<file path="config.mk">
export PLATFORM = sky130hd
export DESIGN_NAME = marie_ctrl
export DESIGN_NICKNAME = d
export VERILOG_FILES = /design/src/rtl/marie_pkg.sv /design/src/rtl/marie_ctrl.sv
export SDC_FILE = /design/constraint.sdc
export NUM_CORES = 1
export LEC_CHECK = 0
export ABC_CLOCK_PERIOD_IN_PS = 1500
export BUFFER_PORTS_ARGS = -buffer_cell sky130_fd_sc_hd__buf_2
export CORE_AREA = 3 3 40 42
export CTS_CLUSTER_DIAMETER = 50
export CTS_CLUSTER_SIZE = 12
export DETAILED_ROUTE_END_ITERATION = 8
export DIE_AREA = 0 0 43 45
export PLACE_DENSITY = 0.69
export SYNTH_ARGS = -nofsm -noshare
export SYNTH_HDL_FRONTEND = slang
export SYNTH_SLANG_ARGS = --single-unit
</file>
<file path="constraint.sdc">
create_clock -name clk -period 1.5 [get_ports clk]
set_input_delay 0 -clock clk [delete_from_list [all_inputs] [get_ports clk]]
set_output_delay 0 -clock clk [all_outputs]
set_load 0.02 [all_outputs]
</file>
<file path="src/rtl/marie_pkg.sv">
package marie_pkg;

  // Memory depth in words; a power of two from 256 to 4096.
  localparam int MEM_WORDS = 4096;
  localparam int MEM_AW    = $clog2(MEM_WORDS);
  localparam int WORD_W    = 16;
  localparam int PC_W      = 12;

  // Instruction opcodes, word bits 15..12
  localparam logic [3:0] OP_JNS    = 4'h0;
  localparam logic [3:0] OP_LOAD   = 4'h1;
  localparam logic [3:0] OP_STORE  = 4'h2;
  localparam logic [3:0] OP_ADD    = 4'h3;
  localparam logic [3:0] OP_SUBT   = 4'h4;
  localparam logic [3:0] OP_INPUT  = 4'h5;
  localparam logic [3:0] OP_OUTPUT = 4'h6;
  localparam logic [3:0] OP_HALT   = 4'h7;
  localparam logic [3:0] OP_SKIP   = 4'h8;
  localparam logic [3:0] OP_JUMP   = 4'h9;
  localparam logic [3:0] OP_CLEAR  = 4'hA;
  localparam logic [3:0] OP_ADDI   = 4'hB;
  localparam logic [3:0] OP_JUMPI  = 4'hC;
  localparam logic [3:0] OP_LOADI  = 4'hD;
  localparam logic [3:0] OP_STOREI = 4'hE;
  localparam logic [3:0] OP_NOP    = 4'hF;

  // Skip condition selector, address bits 11..10
  localparam logic [1:0] SK_NEG  = 2'b00;
  localparam logic [1:0] SK_ZERO = 2'b01;
  localparam logic [1:0] SK_POS  = 2'b10;

  // Item kinds on in_opcode
  localparam logic ITEM_WRITE = 1'b0;
  localparam logic ITEM_EXEC  = 1'b1;

  typedef enum logic [1:0] {
    ADDR_IN,   // write item address
    ADDR_PC,   // instruction fetch
    ADDR_RD    // low bits of the last word read
  } addr_sel_t;

  typedef enum logic [1:0] {
    WD_IN,     // write item data
    WD_PC1,    // advanced program counter (JNS)
    WD_ACC     // accumulator
  } wd_sel_t;

  typedef struct packed {
    logic      accept;
    logic      mem_we;
    logic      mem_re;
    addr_sel_t addr_sel;
    wd_sel_t   wd_sel;
    logic      latch_op;
    logic      upd_dec;
    logic      upd_oper;
    logic      upd_ind;
    logic      load_out;
  } cmd_t;

  typedef struct packed {
    logic [3:0] rd_op;
    logic [3:0] op;
    logic       halted;
  } st_t;

endpackage

</file>
<file path="src/rtl/marie_ctrl.sv">
module marie_ctrl import marie_pkg::*; (
  input  logic clk,
  input  logic rst_n,
  input  logic in_valid,
  input  logic in_opcode,
  output logic in_stall,
  output logic out_valid,
  input  logic out_stall,
  input  st_t  st,
  output cmd_t cmd
);

  localparam logic [2:0] S_IDLE = 3'd0;
  localparam logic [2:0] S_DEC  = 3'd1;
  localparam logic [2:0] S_OPER = 3'd2;
  localparam logic [2:0] S_IND  = 3'd3;
  localparam logic [2:0] S_FIN  = 3'd4;

  logic [2:0] state_r, state_nxt;
  logic       out_full_r, out_full_nxt;
  logic       accept;
  logic       out_free;

  assign in_stall  = (state_r != S_IDLE);
  assign accept    = in_valid && !in_stall;
  assign out_valid = out_full_r;
  assign out_free  = !out_full_r || !out_stall;

  always_comb begin
    state_nxt    = state_r;
    cmd          = '0;
    cmd.addr_sel = ADDR_IN;
    cmd.wd_sel   = WD_IN;
    unique case (state_r)
      S_IDLE: begin
        if (accept) begin
          cmd.accept = 1'b1;
          state_nxt  = S_FIN;
          if (!st.halted) begin
            if (in_opcode == ITEM_WRITE) begin
              cmd.mem_we = 1'b1;
            end else begin
              cmd.mem_re   = 1'b1;
              cmd.addr_sel = ADDR_PC;
              state_nxt    = S_DEC;
            end
          end
        end
      end
      S_DEC: begin
        cmd.upd_dec  = 1'b1;
        cmd.latch_op = 1'b1;
        cmd.addr_sel = ADDR_RD;
        state_nxt    = S_FIN;
        unique case (st.rd_op)
          OP_JNS: begin
            cmd.mem_we = 1'b1;
            cmd.wd_sel = WD_PC1;
          end
          OP_STORE: begin
            cmd.mem_we = 1'b1;
            cmd.wd_sel = WD_ACC;
          end
          OP_LOAD, OP_ADD, OP_SUBT, OP_ADDI, OP_JUMPI, OP_LOADI, OP_STOREI: begin
            cmd.mem_re = 1'b1;
            state_nxt  = S_OPER;
          end
          default: ;
        endcase
      end
      S_OPER: begin
        cmd.upd_oper = 1'b1;
        cmd.addr_sel = ADDR_RD;
        cmd.wd_sel   = WD_ACC;
        state_nxt    = S_FIN;
        unique case (st.op)
          OP_ADDI, OP_LOADI: begin
            cmd.mem_re = 1'b1;
            state_nxt  = S_IND;
          end
          OP_STOREI: cmd.mem_we = 1'b1;
          default: ;
        endcase
      end
      S_IND: begin
        cmd.upd_ind = 1'b1;
        state_nxt   = S_FIN;
      end
      S_FIN: begin
        if (out_free) begin
          cmd.load_out = 1'b1;
          state_nxt    = S_IDLE;
        end
      end
      default: state_nxt = S_IDLE;
    endcase
  end

  assign out_full_nxt = cmd.load_out ? 1'b1 : (out_full_r && out_stall);

  always_ff @(posedge clk) begin
    if (!rst_n) begin
      state_r    <= S_IDLE;
      out_full_r <= 1'b0;
    end else begin
      state_r    <= state_nxt;
      out_full_r <= out_full_nxt;
    end
  end

  a_single_port: assert property (@(posedge clk) disable iff (!rst_n)
    !(cmd.mem_we && cmd.mem_re))
    else $error("memory read and write in one cycle");

  a_halted_quiet: assert property (@(posedge clk) disable iff (!rst_n)
    (accept && st.halted) |-> (!cmd.mem_we && !cmd.mem_re))
    else $error("halted machine touched memory");

  a_dec_after_fetch: assert property (@(posedge clk) disable iff (!rst_n)
    (state_r == S_IDLE && cmd.mem_re) |=> (state_r == S_DEC))
    else $error("fetch not followed by decode");

  a_ind_op: assert property (@(posedge clk) disable iff (!rst_n)
    (state_r == S_IND) |-> (st.op == OP_ADDI || st.op == OP_LOADI))
    else $error("indirect read for a direct opcode");

endmodule

</file>
Word-level counts from Yosys, hierarchy flattened
Cells that the tools add are included.
{ "word_totals": {"ff_bits": 4, "latch_bits": 0, "ram_bits": 0, "romBits": 0, "input_bits": 14, "out_inout_bits": 14, "n_memories": 0} }
{ "op_classes": {"add_sub_neg": 0, "n_mul": 0, "n_div": 0, "order_cmp": 0, "eq_ne": 17, "n_shift": 0, "mux": 25, "bitwise": 0, "reduce_logical": 13} }
{ "ops": {"columns": ["cell", "n"], "rows": [
  ["equality test 4 bit, second input constant", 7],
  ["two-way mux 3 bit", 7],
  ["one-hot mux 3 bit (5 select lines)", 1],
  ["one-hot mux 4 bit (3 select lines)", 1],
  ["two-way mux 1 bit", 11],
  ["equality test 4 x 2 -> 1 bit, second input constant", 2],
  ["one-hot mux 2 bit (2 select lines)", 2],
  ["OR reduction 7 bit", 1],
  ["equality test 3 x 2 -> 1 bit, second input constant", 2],
  ["two-way mux 5 bit", 1],
  ["equality test 4 x 1 -> 1 bit, second input constant", 1],
  ["equality test 4 x 3 -> 1 bit, second input constant", 1],
  ["zero test 4 bit", 1],
  ["two-way mux 4 bit", 1],
  ["inequality test 2 bit, second input constant", 2],
  ["OR reduction 2 bit", 2],
  ["equality test 3 x 1 -> 1 bit, second input constant", 1],
  ["equality test 3 bit, second input constant", 1],
  ["zero test 1 bit", 3],
  ["zero test 3 bit", 1],
  ["nonzero test 3 bit", 1],
  ["logical AND 1 bit", 2],
  ["two-way mux 2 bit", 1],
  ["AND reduction 2 bit", 1],
  ["logical OR 1 bit", 1]
]} }

Depth between registers and ports, before layout
Gate-level depths: netlist of the first run.
{ "logic_depth": {"depth_word": 5, "ltp_mapped": 5, "mapped_depth_nobuf": 5} }

Worst setup path after synthesis of the first run
OpenSTA, ideal clock, no wires.
{ "synth_path": {"path_kind": "register to output", "start": "register state_r[0]", "end": "output cmd[5] in the netlist's numbering", "arrival_time_ns": 1.510, "t_required_ns": 1.500, "slack_ns": -0.010, "path_stages_with_launch": 4, "cell_sequence": "dfxtp_1 or3b_1 or4_4 nor2_1"} }
{ "synth_rtl": {"columns": ["element", "line_no", "source"], "rows": [
  ["start, declared", "marie_ctrl.sv:19", "logic [2:0] state_r, state_nxt;"],
  ["start signal, assigned", "marie_ctrl.sv:106", "state_r <= state_nxt;"],
  ["end, declared", "marie_ctrl.sv:10", "output cmd_t cmd"]
]} }

==> run_results.csv, run 1 <==
group,metric,value,unit
logic_synthesis,synth_flop_cell,"dfxtp_1",
logic_synthesis,synth_top_area_cell,"dfxtp_1",
logic_synthesis,ys_seq_elements,4,
timing,rsz0062_at_grt,"yes",
route,drtAntennaViolNets,0,
route,drt_first_pass_iters,3,
timing,tightest_slew,277,ps
cells_and_area,num_antenna_cells,0,
logic_synthesis,yosys-mux-area-fraction,0,
setup_path,reg2reg_from,"state_r[1]",
setup_path,cp-endpoint,"cmd[10]",
cts,cts_sinks,4,
placement,hpwl,966,um
placement,io_buffers,27,
cts,cts_buffers,3,
placement,detailedPlace.worstSlack,12.4,ps
setup_path,path_class,"reg2out",
floorplanning,num_rows,13,
setup_path,arrival,1700,ps
cts,cts_tree,"done",
floorplanning,dieWidth,43,um
logic_synthesis,avgSynthCellArea,7.07,um^2
global_route,grt_pass1_wl,2130,um
power,fin_total_pwr,0.387,mW
route,totalWireLength,1310,um
global_route,grt_overflow,0,
logic_synthesis,synth_enable_flop_cells,0,
outcome,violations,"setup timing",
placement,place_congestion,0.817,
timing,min_period,1700,ps
timing,fin_skew,1.19,ps
global_route,grt_max_degree,7,
logic_synthesis,syn_nets,69,
floorplanning,start_util,0.303,
setup_path,rr_worst_depth,5,
cells_and_area,final_nets,107,
power,powerDensity,580,nW/um^2
logic_synthesis,synthXorXnorAreaFrac,0.0225,
timing,setup_slack,-204,ps
floorplanning,core,1280,um^2
timing,setup_violations,4,
cts,htreeDepth,1,
route,viasPerCell,5.03,
logic_synthesis,synthArstFlopShare,0,
timing,min_period_over_period,1.14,
route,drcViolationCount,0,
logic_synthesis,synthSimpleGateAreaFrac,0.473,
logic_synthesis,synth-seq-area-share,0.206,
route,avgRoutedWirePerCell,12.3,um
global_route,grt_pass1_vias,493,
cells_and_area,design_area,667,um^2
setup_path,r2r_slack,110,ps
timing,fin_setup_tns,-631,ps
power,vdd_drop_max,0.389,mV
cells_and_area,multi_input_area,318,um^2
power,power.leakage,0.348,nW
logic_synthesis,syn_inst,55,
logic_synthesis,synth.most_common_cell,"nand2_1",
global_route,grtUsageTotal,0.151,
route,drt_iter0_markers,6,
setup_path,worstSetupStartpoint,"state_r[2]",
logic_synthesis,syn_area,389,um^2
logic_synthesis,synth_area_leaders,"dfxtp_1 21%, nand2_1 5.8%, inv_1 4.8%, nand2b_1 4.8%, nor2_1 4.8%",
timing,final_max_slew_viol_count,0,
floorplanning,fp.dieH,45,um
floorplanning,die-area,1940,um^2
cts,worstSkewPairLatency,240,ps
floorplanning,pin_count,28,
logic_synthesis,synth_compound_area_frac,0.232,
cts,cts-root-buf,"clkbuf_4",
logic_synthesis,synth_common_cells,"6 x nand2_1, 5 x inv_1, 5 x nor2_1",
logic_synthesis,yosys.area_share.adder,0,
run,maxCapViolations,0,
outcome,outcome,"complete, but fails checks",
placement,placed_area,583,um^2
cts,clockBufferDepth,2,
cells_and_area,area_growth,71.4,%
logic_synthesis,synth_top_family_by_area,"simple AND/OR/NAND/NOR gates",
cts,clk_transition_reported_paths,40,ps
cells_and_area,fillers,131,
cells_and_area,seqCellArea,83.8,um^2
route,vias,533,
timing,hold_viol_final,0,
logic_synthesis,synth_top_area_frac,0.206,
timing,max_freq,587,MHz
setup_path,reg2reg_to,"state_r[2]",
setup_path,cp_data_required_time,1500,ps
setup_path,start_kind,"register",
setup_path,path_max_fanout,3,
min_path,hp-class,"in2reg",
global_route,antenna_found_initial,0,
logic_synthesis,yosys_warnings,0,
cells_and_area,drive_above_1_share,0.549,
setup_path,cp-end-kind,"output port",
logic_synthesis,synth_cell_type_count,29,
timing,slew_headroom,0.812,
[registers in the layout (all words and copies together), names as in the netlist]
name	cells
out_valid	1
state_r	3
[stage by stage]
step | utilization | hold slack (ps) | cells
final | 0.519 | 34.5 | 106
after global placement | 0.454 | 263 | 102
after floorplan | - | 47.6 | 55
after CTS | 0.497 | 32.0 | 105
after global routing | 0.519 | 47.1 | 106
after detailed placement | 0.454 | 279 | 102
[worst min-delay path by stage]
| stage | startpoint | to | slack, ps | cells past startpoint |
|---|---|---|---|---|
| after CTS | out_stall | out_valid | 30 | 3 |
| after detailed placement | out_stall | out_valid | 280 | 3 |
| after global placement | rst_n | state_r[1] | 260 | 2 |
| after global routing | out_stall | state_r[2] | 50 | 3 |
| after floorplan | st[6] | cmd[5] | 50 | 1 |
| final | out_stall | out_valid | 30 | 3 |
[report_power, final]
part / switching (mW) / internal [mW]
combinational: 0.0772 / 0.0598
clock: 0.0441 / 0.0895
sequential: 0.00372 / 0.113
[metal layers]
layer / track usage / part of all wire / up-vias
li1: - / - / 273
met1: 0.168 / 0.38 / 241
met2: 0.263 / 0.55 / 17
met3: 0.0239 / 0.059 / 2
met4: 0.108 / 0.0069 / 0
met5: 0 / 0 / -
[cell families after synthesis]
kind of cell | after synthesis
xor gates and xnor gates | 1
buffers and inverters | 6
DFF | 4
AOI/OAI and AO/OA | 13
and+or+nand+nor | 31
[final cells by class]
cell class | count | area share
Clock buffer | 3 | 0.0338
Inverter | 5 | 0.0281
Multi-Input combinational cell | 45 | 0.477
Sequential cell | 4 | 0.126
Tap cell | 15 | 0.0281
Timing Repair Buffer | 34 | 0.308
[placed cells by master (no fill, tap or decap), types with 2 or more instances in the layout]
cell	Yosys	routed
a21boi_0	2	2
buf_4	1	9
inv_1	5	4
buf_2	0	23
nand2_1	6	5
or3b_1	2	2
nand3_1	2	2
a21oi_1	2	2
nor2b_1	2	2
nor2_1	5	4
nand2b_1	3	3
buf_6	0	2
o21a_1	2	2
dfxtp_2	0	3
clkbuf_4	0	3
[timing repair]
item / CTS / global route
gates cloned: 0 / 0
endpoints found under the setup margin: 4 / 5
pin swaps: 0 / 1
hold buffers: 0 / 0
gates resized for setup: 10 / 7
setup buffers: 0 / 1
[critical path, cell delays in order (launching register included)]
cell and delay [ps]:
dfxtp_2 310, or3b_1 380, or4_4 460, o311ai_2 110, buf_4 200
(Power assumes the default switching activity.)
==> run 2, diff against run 1 <==
Settings changed: CAP_MARGIN from default to 5, CTS_BUF_LIST from default to sky130_fd_sc_hd__clkbuf_8 sky130_fd_sc_hd__clkbuf_16.
==> run 2 against run 1 <==
The flow still finishes with violations (setup timing). Clock skew about the same. Combinational power down 7%. Hold slack better by 21 ps. Cell area down 0.38%. Sequential share of layout area about the same. Critical path depth unchanged. Fmax up 1.3%. Register-to-register slack better by 30 ps. Routed wire length down 3.2%. Largest cell class unchanged. Highest routed layer unchanged.
==> run_results.csv, run 2 (synthesis gave the netlist of run 1 again) <==
group,metric,value,unit
cts,cts-root-buf,"clkbuf_8",
cts,cts_sinks,4,
global_route,antenna_found_initial,0,
setup_path,reg2reg_from,"state_r[1]",
power,powerDensity,709,nW/um^2
floorplanning,num_rows,13,
cells_and_area,fin_cells,105,
outcome,violations,"setup timing",
outcome,outcome,"complete, but fails checks",
cts,clk_transition_reported_paths,30,ps
timing,final_max_slew_viol_count,0,
cells_and_area,final_nets,106,
global_route,grtUsageTotal,0.148,
route,drtAntennaViolNets,0,
power,internal_power,0.338,mW
cells_and_area,multi_input_area,304,um^2
cts,cts_tree,"done",
route,drt_first_pass_iters,3,
cells_and_area,mostFrequentLayoutCells,"23 x buf_2, 8 x buf_4, 6 x nand2_1",
placement,dp.cells,102,
placement,detailedPlace.worstSlack,12.4,ps
floorplanning,pin_count,28,
cts,clockBufferDepth,2,
setup_path,cp-end-kind,"output port",
timing,rsz0062_at_grt,"yes",
global_route,grt_pass1_vias,489,
min_path,hp-start,"out_stall",
timing,setup_slack,-182,ps
floorplanning,start_util,0.303,
power,power.leakage,0.347,nW
global_route,grt_overflow,0,
cells_and_area,largest_register_ff_count,3,
cts,worstSkewPairLatency,210,ps
power,pwr-share-clk,0.483,
timing,tightest_slew,279,ps
timing,setup_violations,4,
floorplanning,die-area,1940,um^2
cells_and_area,design_area,664,um^2
route,avgRoutedWirePerCell,12.0,um
run,maxCapViolations,0,
setup_path,worstSetupStartpoint,"state_r[2]",
floorplanning,core,1280,um^2
route,vias,523,
placement,placed_area,583,um^2
timing,hold_viol_final,0,
setup_path,cp_data_required_time,1500,ps
route,totalWireLength,1260,um
setup_path,path_max_fanout,3,
power,fin_total_pwr,0.471,mW
setup_path,arrival,1680,ps
setup_path,r2r_slack,140,ps
power,pwr-share-comb,0.270,
placement,place_congestion,0.817,
setup_path,path_class,"reg2out",
power,vdd_drop_max,0.549,mV
power,pwr-share-seq,0.247,
floorplanning,dieWidth,43,um
timing,slew_headroom,0.811,
cts,cts_buffers,3,
cells_and_area,num_antenna_cells,0,
floorplanning,fp.dieH,45,um
power,p_switching,0.133,mW
cells_and_area,regMostFlops,"state_r",
timing,max_freq,595,MHz
route,drt_iter0_markers,7,
timing,fin_skew,1.48,ps
route,drcViolationCount,0,
cells_and_area,fin_util,0.517,
cts,htreeDepth,1,
timing,fin_setup_tns,-543,ps
power,p_sw_frac,0.283,
timing,holdWs,55.9,ps
cells_and_area,drive_above_1_share,0.522,
placement,hpwl,966,um
route,viasPerCell,4.98,
setup_path,start_kind,"register",
cells_and_area,layout_commonest_cell,"buf_2",
timing,min_period,1680,ps
min_path,hp-class,"in2reg",
placement,io_buffers,27,
timing,min_period_over_period,1.12,
global_route,grt_pass1_wl,2140,um
cells_and_area,area_growth,70.7,%
cells_and_area,seqCellArea,83.8,um^2
cells_and_area,fillers,130,
global_route,grt_max_degree,7,
## run 2: cell types whose count changed in the layout (fill, tap and decap cells not counted)
cell / previous run / this run
buf_4: 9 / 8
nand2_1: 5 / 6
clkbuf_8: 0 / 3
nor3_4: 1 / 0
nand2_2: 1 / 0
clkbuf_4: 3 / 0
nor3_1: 1 / 2
## run 2: final cells by class
class | instances | area share
multi-input cells | 45 | 0.458
repair buffers | 33 | 0.298
flip-flops and latches | 4 | 0.126
clock buffers | 3 | 0.0621
inverters | 5 | 0.0282
well taps | 15 | 0.0282
## run 2: timing repair
action	CTS	global route
setup buffers	0	0
gates resized for setup	10	4
hold buffers	0	0
gates cloned	0	0
endpoints found under the setup margin	4	4
## run 2: final timing paths
check	depth (start not counted)	endpoint
setup / recovery	4	cmd[10]
hold / removal	3	out_valid
setup reg to reg	5	state_r[2]
hold reg to reg	2	out_valid
## run 2: layer usage
layer  up-vias  part of all wire  wire (um)  track usage
met4         0            0.0071          9       0.0723
met5         -                 0          0            0
li1        271                 -          -            -
met1       235              0.40        502        0.173
met2        15              0.55        690        0.263
met3         2             0.047         60       0.0239
## run 2: power by group through the flow
| stage | Sequential [mW] | Combinational [mW] | Clock, mW |
|---|---|---|---|
| 6_report | 0.116 | 0.127 | 0.228 |
| 5_1_grt | 0.117 | 0.140 | 0.249 |
| 4_1_cts | 0.116 | 0.125 | 0.229 |
| 3_5_place_dp | 0.117 | 0.120 | 0 |
| 3_3_place_gp | 0.117 | 0.118 | 0 |
| 2_1_floorplan | 0.121 | 0.0621 | 0 |
## run 2: critical path: stages (launching register included)
cell and delay [ps]:
dfxtp_2 310, or3b_1 380, or4_4 460, o311ai_2 110, buf_4 200
